File: config.mk
export PLATFORM = sky130hd
export DESIGN_NAME = peer_table_with_aging
export DESIGN_NICKNAME = d
export VERILOG_FILES = /design/src/rtl/ptwa_pkg.sv /design/src/rtl/peer_table_with_aging.sv /design/src/rtl/ptwa_ram.sv
export SDC_FILE = /design/constraint.sdc
export NUM_CORES = 2
export LEC_CHECK = 0
export BUFFER_PORTS_ARGS = -buffer_cell sky130_fd_sc_hd__buf_2
export CORE_MARGIN = 10
export CORE_UTILIZATION = 66
export DETAILED_ROUTE_END_ITERATION = 12
export GPL_TIMING_DRIVEN = 0
export PLACE_DENSITY = 0.84
export SLEW_MARGIN = 20
export SYNTH_ARGS = -nofsm -noshare
export SYNTH_HDL_FRONTEND = slang
export SYNTH_SLANG_ARGS = --single-unit
File: constraint.sdc
create_clock -name clk -period 16.05 [get_ports clk]
set_input_delay 1.605 -clock clk [delete_from_list [all_inputs] [get_ports clk]]
set_output_delay 1.605 -clock clk [all_outputs]
set_load 0.02 [all_outputs]
File: src/rtl/ptwa_pkg.sv
package ptwa_pkg;

  localparam int ADDR_W    = 32;
  localparam int TIME_W    = 32;
  localparam int KIND_W    = 2;
  localparam int CFG_IDX_W = 2;

  typedef logic [KIND_W-1:0]    kind_t;
  typedef logic [CFG_IDX_W-1:0] cfg_idx_t;

  localparam kind_t EV_LOST = 2'd0;
  localparam kind_t EV_DISC = 2'd1;
  localparam kind_t EV_DROP = 2'd2;

  localparam cfg_idx_t CFG_EXPIRY = 2'd0;
  localparam cfg_idx_t CFG_OWN    = 2'd1;

  localparam logic [TIME_W-1:0] EXPIRY_RESET = 32'd8000;

  typedef struct packed {
    logic [ADDR_W-1:0] addr;
    logic [TIME_W-1:0] heard;
  } entry_t;

  localparam int ENTRY_W = ADDR_W + TIME_W;

endpackage

File: src/rtl/peer_table_with_aging.sv
// Peer table with aging.
// Input channel (in_valid/in_ready): one transfer carries opcode, now_ms and
// peer_address. The block takes one item at a time; in_ready is high only
// while no item is in work.
// Output channel (out_valid/out_ready): zero or more events per item, lost
// events first (highest table position first), then at most one discovered
// or dropped event; last_event marks the final event of an item.
// Config channel (cfg_valid/cfg_ready): always ready; index 0 sets the
// expiry limit, index 1 the own address, other indexes are ignored.
// Timing: an item walks the stored entries one per cycle when the receiver
// keeps up, through the single age compare: first an aging walk downward,
// then a compacting walk upward over the entry RAM, between the accept,
// append and flush states. An output stall holds the aging walk and append.
// Reset empties the table and resets the control and config registers; the
// entry RAM is not cleared, entries above the count are never read.
module peer_table_with_aging import ptwa_pkg::*; #(
  parameter int TABLE_DEPTH = 16
) (
  input  logic              clk,
  input  logic              rst,
  input  logic              cfg_valid,
  output logic              cfg_ready,
  input  cfg_idx_t          cfg_index,
  input  logic [31:0]       cfg_data,
  input  logic              in_valid,
  output logic              in_ready,
  input  logic              opcode,
  input  logic [TIME_W-1:0] now_ms,
  input  logic [ADDR_W-1:0] peer_address,
  output logic              out_valid,
  input  logic              out_ready,
  output kind_t             event_kind,
  output logic [ADDR_W-1:0] event_address,
  output logic              last_event
);

  localparam int IW = (TABLE_DEPTH > 1) ? $clog2(TABLE_DEPTH) : 1;
  localparam int CW = $clog2(TABLE_DEPTH + 1);

  typedef enum logic [2:0] {S_IDLE, S_AGE, S_COMPACT, S_FIN, S_DRAIN} state_t;

  state_t            state;
  logic [TIME_W-1:0] expiry_limit_ms;
  logic [ADDR_W-1:0] own_address;
  logic              op_r;
  logic [TIME_W-1:0] now_r;
  logic [ADDR_W-1:0] peer_r;
  logic [CW-1:0]     cnt;
  logic [CW-1:0]     wp;
  logic [IW-1:0]     ptr;
  logic              found;
  logic              pend_v;
  kind_t             pend_kind;
  logic [ADDR_W-1:0] pend_addr;

  entry_t            rd_entry;
  entry_t            wr_entry;
  logic [IW-1:0]     rd_addr;
  logic              wr_en;
  logic [TIME_W-1:0] age;
  logic              expired;
  logic              addr_hit;
  logic              out_free;
  logic              new_peer;
  logic              has_room;
  logic              age_stall;
  logic              fin_stall;
  logic              out_load;

  ptwa_ram #(.WIDTH(ENTRY_W), .DEPTH(TABLE_DEPTH)) u_ram (
    .clk     (clk),
    .wr_en   (wr_en),
    .wr_addr (wp[IW-1:0]),
    .wr_data (wr_entry),
    .rd_addr (rd_addr),
    .rd_data (rd_entry)
  );

  assign cfg_ready = 1'b1;
  assign in_ready  = (state == S_IDLE);

  assign age       = now_r - rd_entry.heard;
  assign expired   = age > expiry_limit_ms;
  assign addr_hit  = rd_entry.addr == peer_r;
  assign out_free  = !out_valid || out_ready;
  assign new_peer  = op_r && !found && (peer_r != own_address);
  assign has_room  = wp < CW'(TABLE_DEPTH);
  assign age_stall = expired && pend_v && !out_free;
  assign fin_stall = new_peer && pend_v && !out_free;
  assign out_load  = ((state == S_AGE) && expired && pend_v && out_free) ||
                     ((state == S_FIN) && new_peer && pend_v && out_free) ||
                     ((state == S_DRAIN) && pend_v && out_free);

  always_comb begin
    case (state)
      S_IDLE:    rd_addr = IW'(cnt - CW'(1));
      S_AGE:     rd_addr = (age_stall || ptr == '0) ? ptr : ptr - IW'(1);
      S_COMPACT: rd_addr = ptr + IW'(1);
      default:   rd_addr = ptr;
    endcase
  end

  always_comb begin
    wr_en = 1'b0;
    wr_entry.addr  = peer_r;
    wr_entry.heard = now_r;
    case (state)
      S_COMPACT: begin
        wr_en = !expired;
        wr_entry.addr  = rd_entry.addr;
        wr_entry.heard = (op_r && addr_hit) ? now_r : rd_entry.heard;
      end
      S_FIN: begin
        wr_en = new_peer && has_room && !fin_stall;
      end
      default: wr_en = 1'b0;
    endcase
  end

  always_ff @(posedge clk) begin
    if (rst) begin
      state           <= S_IDLE;
      expiry_limit_ms <= EXPIRY_RESET;
      own_address     <= '0;
      cnt             <= '0;
      pend_v          <= 1'b0;
      out_valid       <= 1'b0;
    end else begin
      if (cfg_valid) begin
        case (cfg_index)
          CFG_EXPIRY: expiry_limit_ms <= cfg_data;
          CFG_OWN:    own_address     <= cfg_data;
          default:    ;
        endcase
      end
      if (out_load) begin
        out_valid <= 1'b1;
      end else if (out_valid && out_ready) begin
        out_valid <= 1'b0;
      end
      case (state)
        S_IDLE: begin
          if (in_valid) begin
            op_r   <= opcode;
            now_r  <= now_ms;
            peer_r <= peer_address;
            wp     <= '0;
            found  <= 1'b0;
            ptr    <= IW'(cnt - CW'(1));
            state  <= (cnt != '0) ? S_AGE : S_FIN;
          end
        end
        S_AGE: begin
          if (!age_stall) begin
            if (expired) begin
              if (pend_v) begin
                event_kind    <= pend_kind;
                event_address <= pend_addr;
                last_event    <= 1'b0;
              end
              pend_v    <= 1'b1;
              pend_kind <= EV_LOST;
              pend_addr <= rd_entry.addr;
            end
            if (ptr == '0) begin
              state <= S_COMPACT;
            end else begin
              ptr <= ptr - IW'(1);
            end
          end
        end
        S_COMPACT: begin
          if (!expired) begin
            wp <= wp + CW'(1);
            if (op_r && addr_hit) begin
              found <= 1'b1;
            end
          end
          if (CW'(ptr) == cnt - CW'(1)) begin
            state <= S_FIN;
          end else begin
            ptr <= ptr + IW'(1);
          end
        end
        S_FIN: begin
          if (!fin_stall) begin
            cnt <= (new_peer && has_room) ? wp + CW'(1) : wp;
            if (new_peer) begin
              if (pend_v) begin
                event_kind    <= pend_kind;
                event_address <= pend_addr;
                last_event    <= 1'b0;
              end
              pend_v    <= 1'b1;
              pend_kind <= has_room ? EV_DISC : EV_DROP;
              pend_addr <= peer_r;
            end
            state <= S_DRAIN;
          end
        end
        S_DRAIN: begin
          if (!pend_v) begin
            state <= S_IDLE;
          end else if (out_free) begin
            event_kind    <= pend_kind;
            event_address <= pend_addr;
            last_event    <= 1'b1;
            pend_v        <= 1'b0;
            state         <= S_IDLE;
          end
        end
        default: state <= S_IDLE;
      endcase
    end
  end

  a_cnt_bound: assert property (@(posedge clk) disable iff (rst)
    cnt <= CW'(TABLE_DEPTH))
    else $error("entry count above table depth");

  a_age_ptr: assert property (@(posedge clk) disable iff (rst)
    (state == S_AGE || state == S_COMPACT) |-> CW'(ptr) < cnt)
    else $error("walk pointer beyond stored entries");

  a_compact_wp: assert property (@(posedge clk) disable iff (rst)
    (state == S_COMPACT) |-> wp <= CW'(ptr))
    else $error("compaction write overtakes read");

  a_idle_flushed: assert property (@(posedge clk) disable iff (rst)
    (state == S_IDLE) |-> !pend_v)
    else $error("pending event left at idle");

  a_accept_walk: assert property (@(posedge clk) disable iff (rst)
    (in_valid && in_ready && cnt != '0) |=> (state == S_AGE))
    else $error("accepted item skipped aging walk");

endmodule

File: src/rtl/ptwa_ram.sv
module ptwa_ram #(
  parameter int WIDTH = 64,
  parameter int DEPTH = 16
) (
  input  logic                                  clk,
  input  logic                                  wr_en,
  input  logic [((DEPTH > 1) ? $clog2(DEPTH) : 1)-1:0] wr_addr,
  input  logic [WIDTH-1:0]                      wr_data,
  input  logic [((DEPTH > 1) ? $clog2(DEPTH) : 1)-1:0] rd_addr,
  output logic [WIDTH-1:0]                      rd_data
);

  logic [WIDTH-1:0] mem [DEPTH];

  always_ff @(posedge clk) begin
    if (wr_en) begin
      mem[wr_addr] <= wr_data;
    end
    rd_data <= mem[rd_addr];
  end

endmodule
* Word level (Yosys, flattened, before mapping) *
Memories as Yosys holds them, arrays and structs flattened. A register that Yosys moved wholly into a read port is not among the register bits.
Cells that the tools add are included.

word-level totals
  output and inout bits = 38
  bits in registers = 218
  memory bits (read-only) = 0
  RAM bits = 1,024
  bits in latches = 0
  memories = 1

memories
  memory     depth  bits a word  rd ports  clocked after Yosys merged registers in  write ports  RTL line        text
  u_ram.mem  16     64           1         1                                        1            ptwa_ram.sv:13  logic [WIDTH-1:0] mem [DEPTH];

operators by class
  $add $sub $neg = 5
  $mul = 0
  shift-type cells = 0
  bitwise operators = 2
  reductions and logical operators = 47
  equal/unequal tests = 22
  $lt $le $gt $ge = 2
  div/mod/pow operators = 0
  multiplexer cells = 73

operators by type and width
  operator                                        count
  two-way mux 32 bit                              12
  case mux 32 bit (3 select lines)                1
  two-way mux 64 bit                              1
  case mux 32 bit (2 select lines)                1
  == test 32 bit                                  1
  > comparator 32 bit                             1
  inequality test 32 bit                          1
  subtractor 32 bit                               1
  two-way mux 2 bit                               13
  inequality test 2 bit (second input constant)   12
  case mux 4 bit (3 select lines)                 2
  two-way mux 3 bit                               7
  two-way mux 1 bit                               20
  two-way mux 4 bit                               5
  logical AND 1 bit                               18
  AND reduction 6 bit                             3
  two-way mux 5 bit                               3
  case mux 3 bit (5 select lines)                 1
  case mux 5 bit (2 select lines)                 1
  AND reduction 5 bit                             2
  AND reduction 8 bit                             1
  == test 3 x 2 -> 1 bit (second input constant)  2
  case mux 1 bit (3 select lines)                 2
  case mux 2 bit (3 select lines)                 1
  other kinds (25)                                39

* Depth between registers and ports, before layout *
  depth in word-level cells = 10
  depth in mapped cells = 28
  gate-level depth less buffers = 25

* By module *
From an unflattened synthesis, not the netlist that was laid out.

unflattened totals
  cells, all modules = 2,907
  area, all modules = 51,813.4 um^2

modules (own cells, without submodules)
  module                 instances  sequential area each (um^2)  cells each  area each (um^2)
  ptwa_ram               1          32,030.7                     1,647       39,583.0
  peer_table_with_aging  1          5,805.6                      1,260       12,230.5

* Least setup slack after synthesis *
OpenSTA, ideal clock, no wires.

  path type = register to register
  from = register now_r[1]
  to = memory u_ram.mem[2][0], enable pin
  stages on the path, launching flop included = 22
  required time = 15,485 ps
  path buffers = 0
  period minus slack after synthesis = 9,671 ps
  arrival time = 9,106 ps
  library setup time = 565 ps
  setup slack = 6,379 ps
  cell sequence = edfxtp_1 -> ha_1 -> nor2b_1 -> o21ai_0 -> o22ai_1 -> o41ai_1 -> a311oi_1 -> a21oi_1 -> a211o_1 -> a31oi_1 -> mux2i_1 -> o311ai_0 -> ha_1 -> nand4_1 -> or4_4 -> or2_1 -> or3_1 -> o21ai_0 -> nand2_1 -> nand2_1 -> nand2_1 -> nor3_1

on the way
  longest elaborated chain between the ends = 6

ends and longest elaborated chain
  what                                     RTL line                      text
  from (decl)                              peer_table_with_aging.sv:46   logic [TIME_W-1:0] now_r;
  from (signal assigned)                   peer_table_with_aging.sv:145  now_r <= now_ms;
  subtractor 32 bit                        peer_table_with_aging.sv:82   assign age = now_r - rd_entry.heard;
  > comparator 32 bit                      peer_table_with_aging.sv:83   assign expired = age > expiry_limit_ms;
  zero test 1 bit                          n/a
  case mux 1 bit (2 select lines)          peer_table_with_aging.sv:107  case (state)
  two-way mux 1 bit                        ptwa_ram.sv:16                if (wr_en) begin
  two-way mux 1 bit (not written as such)  ptwa_ram.sv:17                mem[wr_addr] <= wr_data;
  to (decl)                                ptwa_ram.sv:13

Every way passes these cells.

* Worst setup path after layout *
  from = register now_r[1]
  to = register u_ram.rd_data[21], read port of u_ram.mem

on the way
  longest elaborated chain between the ends = 7

ends and longest elaborated chain
  what                             RTL line                     text
  subtractor 32 bit                peer_table_with_aging.sv:82
  > comparator 32 bit              peer_table_with_aging.sv:83
  logical AND 1 bit (2 in a row)   peer_table_with_aging.sv:88  assign age_stall = expired && pend_v && !out_free;
  logical OR 1 bit                 peer_table_with_aging.sv:97  S_AGE: rd_addr = (age_stall || ptr == '0) ? ptr : ptr - IW'(1);
  two-way mux 4 bit                peer_table_with_aging.sv:97
  case mux 4 bit (3 select lines)  peer_table_with_aging.sv:95  case (state)
  to (decl)                        ptwa_ram.sv:10               output logic [WIDTH-1:0] rd_data

Every way passes these cells.
A chain may end at the register's enable or synchronous reset.

==> impl_metrics.json <==
{
  "grt_max_degree": 31,
  "grt_pass1_vias": 35100,
  "synth_ff_type": "edfxtp_1",
  "whs_ps": 416,
  "clock_skew_ps": 38.5,
  "post-place-ws_ps": 7640,
  "vias_per_cell": 6.83,
  "synth_top_family_by_area": "multiplexers",
  "clk_latency_ps": 740,
  "finalHoldViolCount": 0,
  "cts_tree": "built",
  "initial_core_util": 0.669,
  "r2r-start": "now_r[1]$_DFFE_PP_",
  "place.gp.congestion": 0.953,
  "ctsResizeCount": 0,
  "synthAdderAreaFrac": 0.0166,
  "power.density_nw_per_um2": 226,
  "async_reset_ff_frac": 0,
  "crit_path_start": "now_r[1]$_DFFE_PP_",
  "syn-mean-instance-area_um2": 14.9,
  "grt_pass1_wl_um": 223000,
  "setup_slack_ps": 7260,
  "wl_per_cell_um": 29.4,
  "die_w_um": 306,
  "drt_iter0_drc": 5003,
  "tns_ps": 0,
  "max-clock-path-buffers": 3,
  "ioPinCount": 142,
  "core_um2": 80800,
  "outcome": "finished, final reports clean",
  "synthDominantAreaCellType": "edfxtp_1",
  "ir_drop_v": 0.000202,
  "ys_warn_count": 0,
  "via_count": 35300,
  "synth_top_area_share": 0.649,
  "path_class": "flip-flop to flip-flop",
  "nNetsFinal": 4184,
  "finalCriticalPeriod_ps": 8790,
  "antenna_found_initial": 4,
  "max_freq_mhz": 114,
  "synthCells": 3633,
  "hpwl_um": 101000,
  "final_area_um2": 62100,
  "layout-drive-gt1-share": 0.197,
  "r2r-end": "u_ram.rd_data[21]$_DFF_P_",
  "end_kind": "flip-flop",
  "drv_slew": 0,
  "synth_fp_nets": 3808,
  "worstPathArrival_ps": 9370,
  "rsz0062_at_grt": "no",
  "ys_seq_area_frac": 0.700,
  "fin_total_pwr_mw": 14.0,
  "grt_usage": 0.318,
  "start_kind": "flip-flop",
  "yosysUniqueCellTypes": 69,
  "max_slew_margin": 0.145,
  "yosys-top-cells-area": "edfxtp_1 (65%), mux2_2 (6.0%), dfxtp_1 (5.1%)",
  "tightestPinTransition_ps": 1270,
  "power_leakage_nw": 21.7,
  "rows": 104,
  "cts_htree_levels": 4,
  "cts_buffers": 132,
  "layout.cells.non_filler": 5173,
  "worst-r2r-setup-slack_ps": 7260,
  "synth-compound-area-share": 0.0651,
  "syn_to_final_growth_pct": 14.9,
  "io_buffers": 139,
  "cts.sink_count": 1306,
  "syn_area_um2": 54000,
  "worst_hold_path_type": "flip-flop to flip-flop",
  "wl_um": 152000,
  "period_share": 0.547,
  "crit_fanout": 10,
  "die_h_um": 306,
  "max_cap_violations": 0,
  "dr.pass1.iters": 6,
  "dp_cells": 4935,
  "synthSimpleGateAreaFrac": 0.0692,
  "critPathCapture": "u_ram.rd_data[21]$_DFF_P_",
  "clk_pin_slew_worst_paths_ps": 60,
  "dieArea_um2": 93700,
  "cts_hold_buffers": 0,
  "synth-edff-count": 1168,
  "synth_mux_area_frac": 0.109,
  "drc": 0,
  "place_area_um2": 57700,
  "final_common_cell": "edfxtp_1",
  "crit_required_ps": 16630,
  "synth_seq_cells": 1306,
  "synth-xor-area-share": 0.0165,
  "antenna_left": 0,
  "finalSetupViolations": 0,
  "overflow": 0,
  "final_cell_mix": "edfxtp_1 (1168), mux2_2 (290), nand2_1 (276), nand3_1 (275), o211ai_1 (265)",
  "rr_worst_depth": 24,
  "cts_setup_buffers": 0,
  "utilization": 0.768,
  "root_buffer": "clkbuf_16"
}
-- kinds of logic (layout without fill, tap and decap cells) --
logic type,count (synthesis),in the layout
flops,1306,1306
simple gates,787,787
mux,553,553
compound gates,513,513
buf+inv,300,779
xor+xnor,102,102
fa+ha+maj,71,71
other cells,1,2
-- how the worst min path moves through the flow --
stage / from / endpoint / slack, ps / cells after the start
finish: pend_addr[20]$_DFFE_PP_ / event_address[20]$_DFFE_PP_ / 420 / 0
global route: pend_addr[25]$_DFFE_PP_ / event_address[25]$_DFFE_PP_ / 420 / 0
global placement: pend_addr[23]$_DFFE_PP_ / event_address[23]$_DFFE_PP_ / 400 / 0
CTS: pend_addr[20]$_DFFE_PP_ / event_address[20]$_DFFE_PP_ / 420 / 0
detailed placement: pend_addr[10]$_DFFE_PP_ / event_address[10]$_DFFE_PP_ / 400 / 0
floorplan: pend_addr[0]$_DFFE_PP_ / event_address[0]$_DFFE_PP_ / 400 / 0
-- cell usage after synthesis (51+ instances only) --
master,count
nand3_1,275
xor2_1,51
clkbuf_1,152
ha_1,70
nand4_1,80
o21ai_0,58
nor2_1,75
mux2_2,290
inv_1,83
xnor2_1,51
o211ai_1,265
edfxtp_1,1168
mux2i_1,262
dfxtp_1,138
nand2_1,276
a21oi_1,105
-- power by group --
part | switching, mW | leakage, nW | internal, mW
Clock | 1.29 | 2.12 | 1.83
Sequential | 0.163 | 11.7 | 4.37
Combinational | 4.23 | 7.84 | 2.17
Total | 5.69 | 21.7 | 8.36
-- critical path, cell delays in order (launching register included) --
cell and delay (ps):
edfxtp_1 550, ha_1 360, nor2b_1 120, o21ai_0 130
o22ai_1 280, o41ai_1 170, a311oi_1 790, a21oi_1 350
a211o_1 420, a31oi_1 250, mux2i_1 210, o311ai_0 190
ha_1 340, nand4_1 160, or4_4 610, nor4_4 340
a311oi_2 120, a21o_1 230, o211ai_1 430, buf_2 310
clkbuf_1 810, buf_2 550, mux2_2 390, o211ai_1 340
nand4_1 140
-- registers in the layout (all words and copies together), names as in the netlist, 2 cells and up --
register,flops
u_ram.rd_data,64
own_address,32
expiry_limit_ms,32
cnt,5
pend_addr,32
event_address,32
state,3
ptr,4
event_kind,2
pend_kind,2
now_r,32
peer_r,32
wp,5
u_ram.mem,1024
-- layout make-up --
type / count / area [µm²]
Multi-Input combinational cell: 2027 / 15100
Clock inverter: 52 / 619
Clock buffer: 185 / 3740
Antenna cell: 1 / 2.50
Tap cell: 1060 / 1330
Inverter: 83 / 312
Fill cell: 4228 / 18700
Buffer: 217 / 925
Sequential cell: 1306 / 37800
Timing Repair Buffer: 242 / 2190
-- routing by layer --
| layer | wire [µm] | part of all wire | global-route usage | vias to the layer above |
|---|---|---|---|---|
| met5 | 13 | 0.000086 | 0 | - |
| met2 | 69800 | 0.46 | 0.492 | 2915 |
| li1 | - | - | - | 14700 |
| met1 | 53100 | 0.35 | 0.406 | 17200 |
| met4 | 7690 | 0.051 | 0.157 | 2 |
| met3 | 21400 | 0.14 | 0.100 | 467 |
No activity file was read; power rests on OpenSTA's default activity.
